===== src/stereo_attenuator_serial_writer_unit_assert.svh =====
// Assertion macros for the stereo attenuator serial writer.
`ifndef STEREO_ATTENUATOR_SERIAL_WRITER_UNIT_ASSERT_SVH
`define STEREO_ATTENUATOR_SERIAL_WRITER_UNIT_ASSERT_SVH

// Same-cycle implication, sampled on clk, off during rst.
`define SASWU_ASSERT_NOW(label, ante, cons) \
  label: assert property (@(posedge clk) disable iff (rst) (ante) |-> (cons)) \
    else $error("saswu check failed");

// Next-cycle implication, sampled on clk, off during rst.
`define SASWU_ASSERT_NEXT(label, ante, cons) \
  label: assert property (@(posedge clk) disable iff (rst) (ante) |=> (cons)) \
    else $error("saswu sequence check failed");

`endif


===== src/saswu_pkg.sv =====
// Shared constants, types and word coding for the stereo attenuator serial writer.
`timescale 1ns / 1ps
package saswu_pkg;

  localparam int WORD_BITS    = 18;
  localparam int MAX_LEVEL    = 68;
  localparam int LEVEL_W      = 7;
  localparam int MINOR_BASE   = 7;
  localparam int CH_LEFT_POS  = 13;
  localparam int CH_RIGHT_POS = 14;
  localparam int MAJOR_STEP   = 10;
  localparam int IDX_W        = $clog2(WORD_BITS + 1);
  localparam int QUEUE_DEPTH  = 2;
  localparam int QPTR_W       = (QUEUE_DEPTH > 1) ? $clog2(QUEUE_DEPTH) : 1;
  localparam int QCNT_W       = $clog2(QUEUE_DEPTH + 1);
  localparam int VOLUME_RESET = 56;

  localparam logic signed [7:0] LEVEL_MAX_S = 8'(MAX_LEVEL);
  localparam logic signed [7:0] LEVEL_MIN_S = -LEVEL_MAX_S;

  typedef logic [WORD_BITS-1:0] word_t;
  typedef logic [LEVEL_W-1:0]   level_t;

  typedef struct packed {
    word_t left_word;
    word_t right_word;
    logic  we;
  } entry_t;

  typedef struct packed {
    logic serial_data;
    logic latch;
    logic channel_right;
    logic write_enable_pin;
    logic last;
  } result_t;

  function automatic word_t code_word(input level_t level, input logic right);
    level_t     att;
    logic [2:0] major;
    level_t     rem;
    logic [2:0] minor;
    word_t      w;
    att = level_t'(MAX_LEVEL) - level;
    if (att >= level_t'(6 * MAJOR_STEP)) major = 3'd6;
    else if (att >= level_t'(5 * MAJOR_STEP)) major = 3'd5;
    else if (att >= level_t'(4 * MAJOR_STEP)) major = 3'd4;
    else if (att >= level_t'(3 * MAJOR_STEP)) major = 3'd3;
    else if (att >= level_t'(2 * MAJOR_STEP)) major = 3'd2;
    else if (att >= level_t'(MAJOR_STEP)) major = 3'd1;
    else major = 3'd0;
    rem   = att - level_t'(major) * level_t'(MAJOR_STEP);
    minor = 3'(rem >> 1);
    w = (word_t'(1) << major)
      | (word_t'(1) << (4'(MINOR_BASE) + {1'b0, minor}))
      | (word_t'(1) << (right ? CH_RIGHT_POS : CH_LEFT_POS));
    return w;
  endfunction

endpackage


===== src/stereo_attenuator_serial_writer_unit.sv =====
// Top level of the stereo attenuator serial writer.
//
//   channel   ports                                              handshake
//   input     action, setting_value, mute                        push / full
//   result    serial_data, latch, channel_right,                 pop / empty
//             write_enable_pin, last
//
// Each input word yields 38 result words, one per cycle while pop keeps up,
// so the serializer takes the next input word only as it produces the last result of the current one.
// An accepted input word passes the front-end register, the queue, the serializer and the result register.
// rst is synchronous: volume returns to 56, balance to 0, all queues empty.
// The front end and a two-entry queue keep accepting while results stall, until they fill.
`timescale 1ns / 1ps
`include "stereo_attenuator_serial_writer_unit_assert.svh"
module stereo_attenuator_serial_writer_unit (
  input  logic              clk,
  input  logic              rst,
  input  logic              push,
  output logic              full,
  input  logic              action,
  input  logic signed [7:0] setting_value,
  input  logic              mute,
  output logic              empty,
  input  logic              pop,
  output logic              serial_data,
  output logic              latch,
  output logic              channel_right,
  output logic              write_enable_pin,
  output logic              last
);

  logic               f_push;
  saswu_pkg::entry_t  f_data;
  logic               q_full;
  logic               q_valid;
  saswu_pkg::entry_t  q_data;
  logic               q_pop;
  logic               res_valid;
  saswu_pkg::result_t res;

  saswu_front u_front (
    .clk           (clk),
    .rst           (rst),
    .push          (push),
    .action        (action),
    .setting_value (setting_value),
    .mute          (mute),
    .full          (full),
    .q_push        (f_push),
    .q_data        (f_data),
    .q_full        (q_full)
  );

  saswu_queue u_queue (
    .clk      (clk),
    .rst      (rst),
    .push     (f_push),
    .data_in  (f_data),
    .full     (q_full),
    .pop      (q_pop),
    .valid    (q_valid),
    .data_out (q_data)
  );

  saswu_back u_back (
    .clk       (clk),
    .rst       (rst),
    .q_valid   (q_valid),
    .q_data    (q_data),
    .q_pop     (q_pop),
    .res_valid (res_valid),
    .res       (res),
    .res_pop   (pop)
  );

  assign empty            = !res_valid;
  assign serial_data      = res.serial_data;
  assign latch            = res.latch;
  assign channel_right    = res.channel_right;
  assign write_enable_pin = res.write_enable_pin;
  assign last             = res.last;

  `SASWU_ASSERT_NOW(a_last_on_right_latch, !empty && last, latch && channel_right)
  `SASWU_ASSERT_NOW(a_latch_carries_no_data, !empty && latch, !serial_data)
  `SASWU_ASSERT_NEXT(a_right_follows_left, !empty && pop && latch && !channel_right, !empty && channel_right && !latch)

endmodule


===== src/saswu_front.sv =====
// Front end: accepts setting words, keeps volume and balance, codes both channel words.
`timescale 1ns / 1ps
module saswu_front (
  input  logic                   clk,
  input  logic                   rst,
  input  logic                   push,
  input  logic                   action,
  input  logic signed [7:0]      setting_value,
  input  logic                   mute,
  output logic                   full,
  output logic                   q_push,
  output saswu_pkg::entry_t      q_data,
  input  logic                   q_full
);

  saswu_pkg::level_t volume_now;
  logic signed [7:0] balance_now;
  logic              pending;
  logic              we;

  logic              accept;
  saswu_pkg::level_t vol_sat;
  logic signed [7:0] bal_sat;
  logic signed [8:0] vol_s;
  logic signed [8:0] bal_s;
  logic signed [8:0] diff_l;
  logic signed [8:0] diff_r;
  saswu_pkg::level_t left_level;
  saswu_pkg::level_t right_level;

  assign full   = pending && q_full;
  assign accept = push && !full;
  assign q_push = pending && !q_full;

  always_comb begin
    if (setting_value < 8'sd0) begin
      vol_sat = '0;
    end else if (setting_value > saswu_pkg::LEVEL_MAX_S) begin
      vol_sat = saswu_pkg::level_t'(saswu_pkg::MAX_LEVEL);
    end else begin
      vol_sat = setting_value[saswu_pkg::LEVEL_W-1:0];
    end
    if (setting_value < saswu_pkg::LEVEL_MIN_S) begin
      bal_sat = saswu_pkg::LEVEL_MIN_S;
    end else if (setting_value > saswu_pkg::LEVEL_MAX_S) begin
      bal_sat = saswu_pkg::LEVEL_MAX_S;
    end else begin
      bal_sat = setting_value;
    end
  end

  always_comb begin
    vol_s  = $signed({2'b00, volume_now});
    bal_s  = $signed({balance_now[7], balance_now});
    diff_l = vol_s - bal_s;
    diff_r = vol_s + bal_s;
    left_level  = volume_now;
    right_level = volume_now;
    if (balance_now > 8'sd0) begin
      left_level = (diff_l < 9'sd0) ? '0 : diff_l[saswu_pkg::LEVEL_W-1:0];
    end
    if (balance_now < 8'sd0) begin
      right_level = (diff_r < 9'sd0) ? '0 : diff_r[saswu_pkg::LEVEL_W-1:0];
    end
    q_data.left_word  = saswu_pkg::code_word(left_level, 1'b0);
    q_data.right_word = saswu_pkg::code_word(right_level, 1'b1);
    q_data.we         = we;
  end

  always_ff @(posedge clk) begin
    if (rst) begin
      volume_now  <= saswu_pkg::level_t'(saswu_pkg::VOLUME_RESET);
      balance_now <= '0;
      pending     <= 1'b0;
    end else begin
      if (accept) begin
        if (action) begin
          balance_now <= bal_sat;
        end else begin
          volume_now <= vol_sat;
        end
        pending <= 1'b1;
      end else if (q_push) begin
        pending <= 1'b0;
      end
    end
  end

  always_ff @(posedge clk) begin
    if (accept) begin
      we <= !mute;
    end
  end

endmodule


===== src/saswu_queue.sv =====
// Short queue of coded word pairs between front and back ends.
`timescale 1ns / 1ps
module saswu_queue (
  input  logic              clk,
  input  logic              rst,
  input  logic              push,
  input  saswu_pkg::entry_t data_in,
  output logic              full,
  input  logic              pop,
  output logic              valid,
  output saswu_pkg::entry_t data_out
);

  saswu_pkg::entry_t                  slots [saswu_pkg::QUEUE_DEPTH];
  logic [saswu_pkg::QPTR_W-1:0]       wr_ptr;
  logic [saswu_pkg::QPTR_W-1:0]       rd_ptr;
  logic [saswu_pkg::QCNT_W-1:0]       count;
  logic                               do_push;
  logic                               do_pop;

  assign full     = count == saswu_pkg::QCNT_W'(saswu_pkg::QUEUE_DEPTH);
  assign valid    = count != '0;
  assign do_push  = push && !full;
  assign do_pop   = pop && valid;
  assign data_out = slots[rd_ptr];

  function automatic logic [saswu_pkg::QPTR_W-1:0] bump(
    input logic [saswu_pkg::QPTR_W-1:0] p
  );
    return (p == saswu_pkg::QPTR_W'(saswu_pkg::QUEUE_DEPTH - 1)) ? '0 : p + 1'b1;
  endfunction

  always_ff @(posedge clk) begin
    if (rst) begin
      wr_ptr <= '0;
      rd_ptr <= '0;
      count  <= '0;
    end else begin
      if (do_push) begin
        wr_ptr <= bump(wr_ptr);
      end
      if (do_pop) begin
        rd_ptr <= bump(rd_ptr);
      end
      if (do_push && !do_pop) begin
        count <= count + 1'b1;
      end else if (do_pop && !do_push) begin
        count <= count - 1'b1;
      end
    end
  end

  always_ff @(posedge clk) begin
    if (do_push) begin
      slots[wr_ptr] <= data_in;
    end
  end

endmodule


===== src/saswu_back.sv =====
// Back end: shifts out left word, latch, right word, latch into the result register.
`timescale 1ns / 1ps
module saswu_back (
  input  logic               clk,
  input  logic               rst,
  input  logic               q_valid,
  input  saswu_pkg::entry_t  q_data,
  output logic               q_pop,
  output logic               res_valid,
  output saswu_pkg::result_t res,
  input  logic               res_pop
);

  logic                          busy;
  logic                          side;
  logic [saswu_pkg::IDX_W-1:0]   idx;
  saswu_pkg::word_t              sr;
  saswu_pkg::word_t              right_word;
  logic                          we;
  logic                          out_valid;
  saswu_pkg::result_t            out;

  logic advance;
  logic produce;
  logic at_latch;
  logic at_last;
  logic load;

  assign advance  = !out_valid || res_pop;
  assign produce  = advance && busy;
  assign at_latch = idx == saswu_pkg::IDX_W'(saswu_pkg::WORD_BITS);
  assign at_last  = at_latch && side;
  assign load     = q_valid && (!busy || (produce && at_last));
  assign q_pop    = load;

  assign res_valid = out_valid;
  assign res       = out;

  always_ff @(posedge clk) begin
    if (rst) begin
      busy      <= 1'b0;
      side      <= 1'b0;
      idx       <= '0;
      out_valid <= 1'b0;
    end else begin
      if (advance) begin
        out_valid <= busy;
      end
      if (load) begin
        busy <= 1'b1;
        side <= 1'b0;
        idx  <= '0;
      end else if (produce) begin
        if (at_latch) begin
          idx <= '0;
          if (side) begin
            busy <= 1'b0;
          end else begin
            side <= 1'b1;
          end
        end else begin
          idx <= idx + 1'b1;
        end
      end
    end
  end

  always_ff @(posedge clk) begin
    if (produce) begin
      out.serial_data      <= at_latch ? 1'b0 : sr[0];
      out.latch            <= at_latch;
      out.channel_right    <= side;
      out.write_enable_pin <= we;
      out.last             <= at_last;
    end
    if (load) begin
      sr         <= q_data.left_word;
      right_word <= q_data.right_word;
      we         <= q_data.we;
    end else if (produce) begin
      sr <= (at_latch && !side) ? right_word : (sr >> 1);
    end
  end

endmodule

===== config.mk =====
export PLATFORM = sky130hd
export DESIGN_NAME = stereo_attenuator_serial_writer_unit
export DESIGN_NICKNAME = d
export VERILOG_FILES = /design/src/saswu_pkg.sv /design/src/stereo_attenuator_serial_writer_unit.sv /design/src/saswu_front.sv /design/src/saswu_queue.sv /design/src/saswu_back.sv
export VERILOG_INCLUDE_DIRS = /design/src /design/src/src
export SDC_FILE = /design/constraint.sdc
export NUM_CORES = 1
export LEC_CHECK = 0
export BUFFER_PORTS_ARGS = -buffer_cell sky130_fd_sc_hd__buf_2
export CAP_MARGIN = 15
export CORE_MARGIN = 2
export CORE_UTILIZATION = 48
export DETAILED_ROUTE_END_ITERATION = 10
export GPL_TIMING_DRIVEN = 0
export SYNTH_ARGS = -nofsm -noshare
export SYNTH_HDL_FRONTEND = slang
export SYNTH_SLANG_ARGS = --single-unit

===== constraint.sdc =====
create_clock -name clk -period 7.2 [get_ports clk]
set_input_delay 0.36 -clock clk [delete_from_list [all_inputs] [get_ports clk]]
set_output_delay 0.36 -clock clk [all_outputs]
set_load 0.1 [all_outputs]

Word-level counts from Yosys, hierarchy flattened

Memory sizes are Yosys's and may differ from the RTL's. A register that Yosys moved wholly into a read port is not among the register bits.
Index checks and enable logic that the tools add are counted.

Register bits after elaboration: 71
Latch bits: 0
RAM bits: 70
Bits in read-only memories: 0
Input port bits: 14
Output and inout port bits: 7
Logic and storage cells: 134
Memories kept: 1

Add/subtract/negate cells: 13
$mul: 2
Divide/modulo/power cells: 0
$lt $le $gt $ge: 19
Equality and inequality tests: 2
Shifts and indexed selects: 4
Multiplexer cells: 38
Bitwise operators: 3
Reductions and logical operators: 33

Memory list:

| name          | depth | bits a word | rd ports | clocked after Yosys merged registers in | write ports | RTL line          | text |
|---|---|---|---|---|---|---|---|
| u_queue.slots | 2     | 35          | 1        | 1                                       | 1           | saswu_queue.sv:14 | `saswu_pkg::entry_t slots [saswu_pkg::QUEUE_DEPTH];` |

Operators with widths:

| operator                                                      | number |
|---|---|
| two-way mux 18 bit                                            | 3 |
| >= comparator 7 x 6 -> 1 bit, second input constant           | 6 |
| two-way mux 7 bit                                             | 6 |
| OR 18 bit                                                     | 2 |
| left shift 1 x 3 -> 18 bit, first input constant              | 2 |
| left shift 1 x 4 -> 18 bit, first input constant              | 2 |
| two-way mux 3 bit                                             | 10 |
| >= comparator 7 x 5 -> 1 bit, second input constant           | 4 |
| < comparator 9 x 1 -> 1 bit, second input constant            | 2 |
| < comparator 8 x 1 -> 1 bit, second input constant            | 2 |
| two-way mux 8 bit                                             | 2 |
| >= comparator 7 x 4 -> 1 bit, second input constant           | 2 |
| two-way mux 1 bit                                             | 14 |
| subtractor 7 bit, first input constant                        | 2 |
| logical AND 1 bit                                             | 12 |
| nonzero test 2 bit                                            | 6 |
| adder 8 x 8 -> 9 bit                                          | 1 |
| subtractor 8 x 8 -> 9 bit                                     | 1 |
| adder 3 x 3 -> 4 bit, first input constant                    | 2 |
| greater-than comparator 8 x 1 -> 1 bit, second input constant | 1 |
| greater-than comparator 8 bit, second input constant          | 1 |
| zero test 1 bit                                               | 8 |
| < comparator 8 bit, second input constant                     | 1 |
| subtractor 4 bit                                              | 2 |
| 14 further kinds                                              | 20 |

Depth between registers and ports, before layout

Gate-level depths: netlist (run 1).

Depth in word-level cells: 17
Gate-level depth with buffers: 29
Depth with buffers taken out: 28

Cells and area by module

From an unflattened synthesis (run 1), not the netlist that was laid out.

Cell total of the unflattened synthesis: 698
Area, all modules: 8031.5 µm²

Modules (own cells, without submodules):

| module                               | times used | cells each | area an instance (µm²) | sequential area each (µm²) |
|---|---|---|---|---|
| saswu_front                          | 1          | 403        | 3027.9                 | 350.3 |
| saswu_queue                          | 1          | 140        | 2886.5                 | 2322.2 |
| saswu_back                           | 1          | 154        | 2113.3                 | 1421.4 |
| stereo_attenuator_serial_writer_unit | 1          | 1          | 3.8                    | 0.0 |

Worst setup path before layout (run 1)

No wires, ideal clock.

Path kind: register to register
From: register u_front.volume_now[0]
To: memory u_queue.slots[0][27] (netlist name) (data pin)
Library setup time: 0.258 ns
Arrival: 5.369 ns
Data required time: 6.942 ns
Slack: 1.573 ns
Cell stages (with the launch flop): 28
Buffers on the path: 1
Period minus slack after synthesis: 5.627 ns
Cell sequence: dfxtp_1 -> inv_1 -> ha_1 -> inv_1 -> fa_1 -> a211oi_4 -> o2111ai_4 -> nand2_2 -> nor3_1 -> a21oi_1 -> ha_1 -> clkbuf_1 -> a2111oi_1 -> a32oi_1 -> o311ai_2 -> xor2_2 -> nor2_2 -> o311a_4 -> nor3_1 -> nor2_1 -> inv_1 -> ha_1 -> inv_1 -> fa_1 -> xor2_1 -> xor2_2 -> ha_1 -> and3_1

RTL lines:

| what                   | RTL line          | text |
|---|---|---|
| from (decl)            | saswu_front.sv:16 | `saswu_pkg::level_t volume_now;` |
| from (signal assigned) | saswu_front.sv:72 | `volume_now <= saswu_pkg::level_t'(saswu_pkg::VOLUME_RESET);` |
| from (signal assigned) | saswu_front.sv:80 | `volume_now <= vol_sat;` |
| to (decl)              | saswu_queue.sv:14 |  |

==> impl_metrics.toml, run 1 <==
[status]
status = "complete, no violations"

[synth]
syn_nets = 695
synth_cell_type_count = 95
synth_xor_area_share_pct = 4.81
yosys_register_bits = 129
synth-adder-area-share_pct = 5.72
muxShareOfSynthArea_pct = 3.29
syn_area_sq_um = 7310
synth_edf_count = 100
synth_compound_area_share_pct = 17.6
ys_warn_count = 0
synth_cells = 650
ys.flop_type = "edfxtp_1"
synth-async-reset-ratio_pct = 0
synth_area_per_cell_sq_um = 11.2
yosysSeqAreaShare_pct = 49.0
synth_top_family_by_area = "compound AO/OA/AOI/OAI gates"
synth_simple_gate_area_share_pct = 16.0

[cells_and_area]
syn2layout_area_growth_pct = 12.0
fillers = 1270
stdcell_count = 889
ff_latch_area_sq_um = 3580
antenna_cells = 0
drive_above_1_share_pct = 15.3
num-nets-final = 734
multi_input_area_sq_um = 3480
final_cell_area_sq_um = 8180

[place]
io_buffers = 19
dp_hpwl_microns = 11200
gp_congestion = 0.834
dp_cells = 858
dpl_cell_area_sq_um = 7650

[global_route]
grt_pass1_wl_microns = 25500
grt_pass1_vias = 5063
grt_usage_pct = 20.0
grt_max_degree = 32
antenna_found_initial = 0
grt_overflow_total = 0

[clock_tree]
cts_root_buf = "clkbuf_16"
clk_path_buf_depth = 2
cts_buffers = 17
cts_setup_buffers = 0
cts-resized-gates = 0
cts_tree = "built"
cts_max_level = 4
clk_latency_ns = 0.41
clkTransAtPathRegs_ns = 0.06
hold_buffers = 0
clkSinkCount = 129

[die]
ioPinCount = 21
die_y_microns = 127
start_util_pct = 48.6
core_sq_um = 15000
rows = 45
die_w_microns = 127
die_area_sq_um = 16200

[sta]
fin_setup_tns_ns = 0
worstMarginPinSlew_ns = 1.09
whs_ns = 0.190
min_period_ns = 6.50
hold_viol = 0
finalCritPeriodShare_pct = 90.3
skew_ns = 0.00731
relSlewSlack_pct = 26.4
rsz0062_at_grt = "false"
timing.fmax_ghz = 0.154
drv_slew = 0
setup_viol = 0

[worst_setup_path]
r2r_start = "u_front.volume_now[0]"
crit_end = "u_queue.slots[0][31]"
reg2reg_depth = 27
worstReg2RegEnd = "u_queue.slots[0][31]"
end_kind = "flop"
cp-start-kind = "flop"
worstPathMaxFanout = 8
critPathKind = "reg2reg"
cp.required_ns = 7.39
cp-startpoint = "u_front.volume_now[0]"
worstPathArrival_ns = 6.69
r2r_setup_slack_ns = 0.70

[power_and_ir_drop]
peakVddDrop_uv = 201
total_power_uw = 3230
power_leakage_uw = 0.00295
powerDensity_nw_per_um2 = 395

[detailed_routing]
via_count = 5051
vias_per_cell = 5.68
drt.antenna.violating_nets = 0
routed_wirelength_microns = 15300
drt-pass1-iter-count = 4
wire_per_inst_microns = 17.2
drt_first_iter_violations = 358
drc = 0

[job]
maxCapViolCount = 0

[worst_hold_path]
hp-class = "in2reg"
==> power by group <==
group	leakage [uW]	internal, uW	switching [uW]
logic	0.00151	465	810
clock network	0.000255	467	302
registers	0.00118	1120	66.2
==> worst min-delay path by stage <==
stage / start / endpoint / slack [ns] / depth (start not counted)
4_1_cts: mute / u_front.we / 0.17 / 2
5_1_grt: mute / u_front.we / 0.18 / 2
3_3_place_gp: u_back.we / u_back.res[1] / 0.41 / 0
2_1_floorplan: u_back.we / u_back.res[1] / 0.40 / 0
6_report: mute / u_front.we / 0.19 / 2
3_5_place_dp: u_back.we / u_back.res[1] / 0.41 / 0
==> critical path, stage by stage (launching register included) <==
cell       delay (ns)
dfxtp_1          0.40
inv_1            0.09
ha_1             0.15
inv_1            0.06
fa_1             0.50
a211oi_4         0.32
o2111ai_4        0.24
nand2_2          0.23
nor3_1           0.07
a21oi_1          0.17
ha_1             0.17
clkbuf_1         0.30
a2111oi_1        0.13
a32oi_1          0.33
o311ai_2         0.20
xor2_2           0.28
nor2_2           0.12
o311a_4          0.39
nor3_1           0.19
nor2_1           0.10
inv_1            0.07
ha_1             0.13
inv_1            0.05
fa_1             0.36
xor2_1           0.26
xor2_2           0.28
ha_1             0.33
nor3b_1          0.36
==> kinds of logic after synthesis <==
group	count (synthesis)
buffers and inverters	60
xor gates and xnor gates	32
adders and majority gates	31
AOI/OAI and AO/OA	155
and+or+nand+nor	221
muxes	22
DFF	129
==> routing by layer <==
layer	share of wire [%]	track usage [%]	up-vias	routed length [microns]
met5	0	0	-	0
met4	1.4	6.40	0	209
met3	4.1	4.82	11	626
met2	47	32.5	79	7150
met1	48	26.6	2453	7320
li1	-	-	2508	-
==> stage by stage <==
step	util, %	setup WS, ns
2_1_floorplan	-	1.57
3_3_place_gp	50.8	0.868
3_5_place_dp	50.9	0.730
4_1_cts	54.4	0.703
5_1_grt	54.4	0.0715
6_report	54.4	0.695
==> layout make-up <==
class,count,share of cell area (%)
Buffer,25,1.51
Clock buffer,19,5.29
Clock inverter,12,1.15
Inverter,35,1.61
Multi-Input combinational cell,461,42.5
Sequential cell,129,43.8
Tap cell,188,2.88
Timing Repair Buffer,20,1.25
==> registers in the layout, summed over array words and instances, names as in the netlist, 2 cells and up, named ones only <==
| register | cells |
|---|---|
| u_back.idx | 5 |
| u_back.res | 5 |
| u_back.right_word | 15 |
| u_back.sr | 16 |
| u_front.balance_now | 8 |
| u_front.volume_now | 7 |
| u_queue.count | 2 |
| u_queue.slots | 62 |
==> cells in the final DEF, fill, tap and decap left out, types with 5 or more instances in the layout <==
cell       count
nor3_1        20
nand2b_1      12
dfxtp_1       29
nand2_1       56
clkbuf_1      18
a21oi_1       21
nand3_1        7
nor3b_1        8
a21o_1         7
and3_1         5
o21ai_0        8
mux2_2        16
inv_1         33
buf_2         22
a211oi_1      24
clkbuf_16     17
ha_1          27
a31oi_1       17
edfxtp_1     100
mux2i_1        6
or3_1          7
xnor2_1       13
nor2b_1       27
nor2_1        45
nand4_1        5
xor2_1        12
==> cell usage after synthesis, types with 8 or more instances <==
cell type	instances	area share (%)
nor2_1	46	2.4
a31oi_1	17	1.5
nor3b_1	8	0.82
mux2_2	16	2.5
a21oi_1	21	1.4
o21ai_0	9	0.62
nor3_1	20	1.4
nand2_1	56	2.9
clkbuf_1	16	0.82
nor2b_1	27	2.3
xnor2_1	13	1.6
inv_1	33	1.7
xor2_1	12	1.4
edfxtp_1	100	41
ha_1	27	4.6
a211oi_1	24	2.5
dfxtp_1	29	7.9
nand2b_1	12	1.0
No activity file was read; power rests on OpenSTA's default activity.
==> inputs of run 2 (changes only) <==
--- a/config.mk
+++ b/config.mk
@@ -12,6 +12,7 @@
 export CORE_UTILIZATION = 48
 export DETAILED_ROUTE_END_ITERATION = 10
 export GPL_TIMING_DRIVEN = 0
+export PLACE_DENSITY = 0.66
 export SYNTH_ARGS = -nofsm -noshare
 export SYNTH_HDL_FRONTEND = slang
 export SYNTH_SLANG_ARGS = --single-unit
==> constraint.sdc (replaced) <==
create_clock -name clk -period 5.4 [get_ports clk]
set_input_delay 0.27 -clock clk [delete_from_list [all_inputs] [get_ports clk]]
set_output_delay 0.27 -clock clk [all_outputs]
set_load 0.1 [all_outputs]
==> run 2 against run 1 <==
First-iteration DRC count grew 13%. Critical endpoint is now u_queue.slots[1][27]. Combinational power increased by 76%. Die area unchanged.
==> impl_metrics.toml, run 2 (same netlist as run 1, synthesis figures left out) <==
[status]
status = "complete, no violations"

[cells_and_area]
antenna_cells = 0
fillers = 1183
num-nets-final = 770
post-route-util_pct = 59.0
max_flop_register = "u_queue.slots"
drive_above_1_share_pct = 26.8
top_regs = "u_queue.slots: 62 flops, u_back.sr: 16 flops, u_back.right_word: 15 flops"
syn2layout_area_growth_pct = 21.3
largest_register_ffs = 62
layout_common_cells = "edfxtp_1, nand2_1, nor2_1"
final_common_cell = "edfxtp_1"

[worst_setup_path]
cp-startpoint = "u_front.volume_now[0]"
cpPeakStageDelay_ns = 0.40
cp.required_ns = 5.58
worstPathArrival_ns = 5.47
r2r_setup_slack_ns = 0.11
r2r_start = "u_front.volume_now[0]"
cp_common_cell = "xor2_2"
slowest_stage = "fa_2"
end_kind = "flop"
reg2reg_depth = 26
crit_end = "u_queue.slots[1][27]"
worstReg2RegEnd = "u_queue.slots[1][27]"
critPathKind = "reg2reg"
cp-start-kind = "flop"
worstPathMaxFanout = 5

[sta]
skew_ns = 0.00738
rsz0062_at_grt = "true"
worstMarginPinSlew_ns = 1.14
min_period_ns = 5.29
relSlewSlack_pct = 23.4
setup_viol = 0
hold_viol = 0
timing.fmax_ghz = 0.189
finalCritPeriodShare_pct = 98.0
drv_slew = 0
fin_setup_tns_ns = 0

[clock_tree]
cts_tree = "built"
clkSinkCount = 129
cts_max_level = 4
cts_buffers = 17
clk_path_buf_depth = 2
cts_root_buf = "clkbuf_16"
clkTransAtPathRegs_ns = 0.06
clk_latency_ns = 0.42

[global_route]
grt_pass1_vias = 5032
grt_overflow_total = 0
antenna_found_initial = 0
grt_usage_pct = 19.9
grt_pass1_wl_microns = 25200
grt_max_degree = 32

[job]
maxCapViolCount = 0

[die]
die_y_microns = 127
die_w_microns = 127
ioPinCount = 21
start_util_pct = 48.6
rows = 45
die_area_sq_um = 16200
core_sq_um = 15000

[power_and_ir_drop]
peakVddDrop_uv = 338
seqPwrFrac_pct = 31.8
switching_share_pct = 36.5
p_int_uw = 3160
p_clk_share_pct = 23.4
power_leakage_uw = 0.00324
powerDensity_nw_per_um2 = 561
power_frac_comb_pct = 44.7
power_switching_uw = 1820

[detailed_routing]
wire_per_inst_microns = 17.1
drt_first_iter_violations = 404
drt-pass1-iter-count = 5
drc = 0
vias_per_cell = 5.69
routed_wirelength_microns = 15900
drt.antenna.violating_nets = 0
via_count = 5266

[place]
gp_congestion = 0.859
io_buffers = 19
dp_hpwl_microns = 11000

[worst_hold_path]
hp-class = "in2reg"
## run 2: cell types whose count changed in the layout (fill, tap and decap cells not counted), moves of 4 or more
cell	before	now
ha_4	0	4
nor3_1	20	16
dfxtp_2	0	6
ha_1	27	20
buf_4	2	38
dfxtp_1	29	20
inv_4	0	4
## run 2: worst max-delay path, delay by kind of cell (launching register included)
| family | cells | cell delay, ns |
|---|---|---|
| AO/OA/AOI/OAI | 7 | 1.48 |
| XOR/XNOR | 3 | 0.75 |
| adder cells (fa/ha/maj) | 6 | 1.63 |
| buffers and inverters | 4 | 0.23 |
| flip-flops | 1 | 0.37 |
| AND/OR/NAND/NOR | 6 | 0.62 |
## run 2: final cells by class
class	instances	area, sq um	share of cell area, %
flip-flops and latches	129	3600	40.6
clock buffers	21	504	5.69
repair buffers	57	400	4.52
plain buffers	24	120	1.35
well taps	188	235	2.65
inverters	35	134	1.51
clock inverters	11	109	1.23
multi-input cells	461	3760	42.4
## run 2: through the flow
stage	hold slack, ns	cells	setup WS, ns	cell area (sq um)	total power, uW
after detailed placement	0.418	859	-0.753	7710	3300
after floorplan	0.400	650	0.0129	7340	2910
after global placement	0.409	857	-0.562	7670	3240
after CTS	0.0722	907	0.000621	8530	4660
final	0.0868	926	0.109	8870	4980
after global routing	0.0695	926	-0.104	8870	5250
## run 2: power groups by stage
| stage | sequential (uW) | combinational (uW) | clock, uW |
|---|---|---|---|
| finish | 1580 | 2230 | 1170 |
| global route | 1600 | 2420 | 1230 |
| CTS | 1590 | 1890 | 1180 |
| detailed placement | 1600 | 1690 | 0 |
| global placement | 1600 | 1630 | 0 |
| floorplan | 1640 | 1270 | 0 |
## run 2: worst min-delay path by stage
stage	start	end	slack [ns]	depth (start not counted)
3_3_place_gp	u_back.we	u_back.res[1]	0.41	0
6_report	mute	u_front.we	0.09	2
3_5_place_dp	u_back.we	u_back.res[1]	0.42	0
4_1_cts	mute	u_front.we	0.07	2
2_1_floorplan	u_back.we	u_back.res[1]	0.40	0
5_1_grt	mute	u_front.we	0.07	2
## run 2: metal layers
layer	up-vias	GRT usage [%]	wire length, microns
met1	2550	25.5	7190
met3	17	4.27	637
met2	114	33.8	7840
li1	2585	-	-
met4	0	6.21	185
met5	-	0	0
## run 2: timing repair
action / in CTS / in global routing
hold buffers: 0 / 0
endpoints found under the hold margin: 0 / 0
gates resized for setup: 23 / 40
buffers inserted: 16 / 20
endpoints found under the setup margin: 36 / 36
pin swaps: 16 / 29
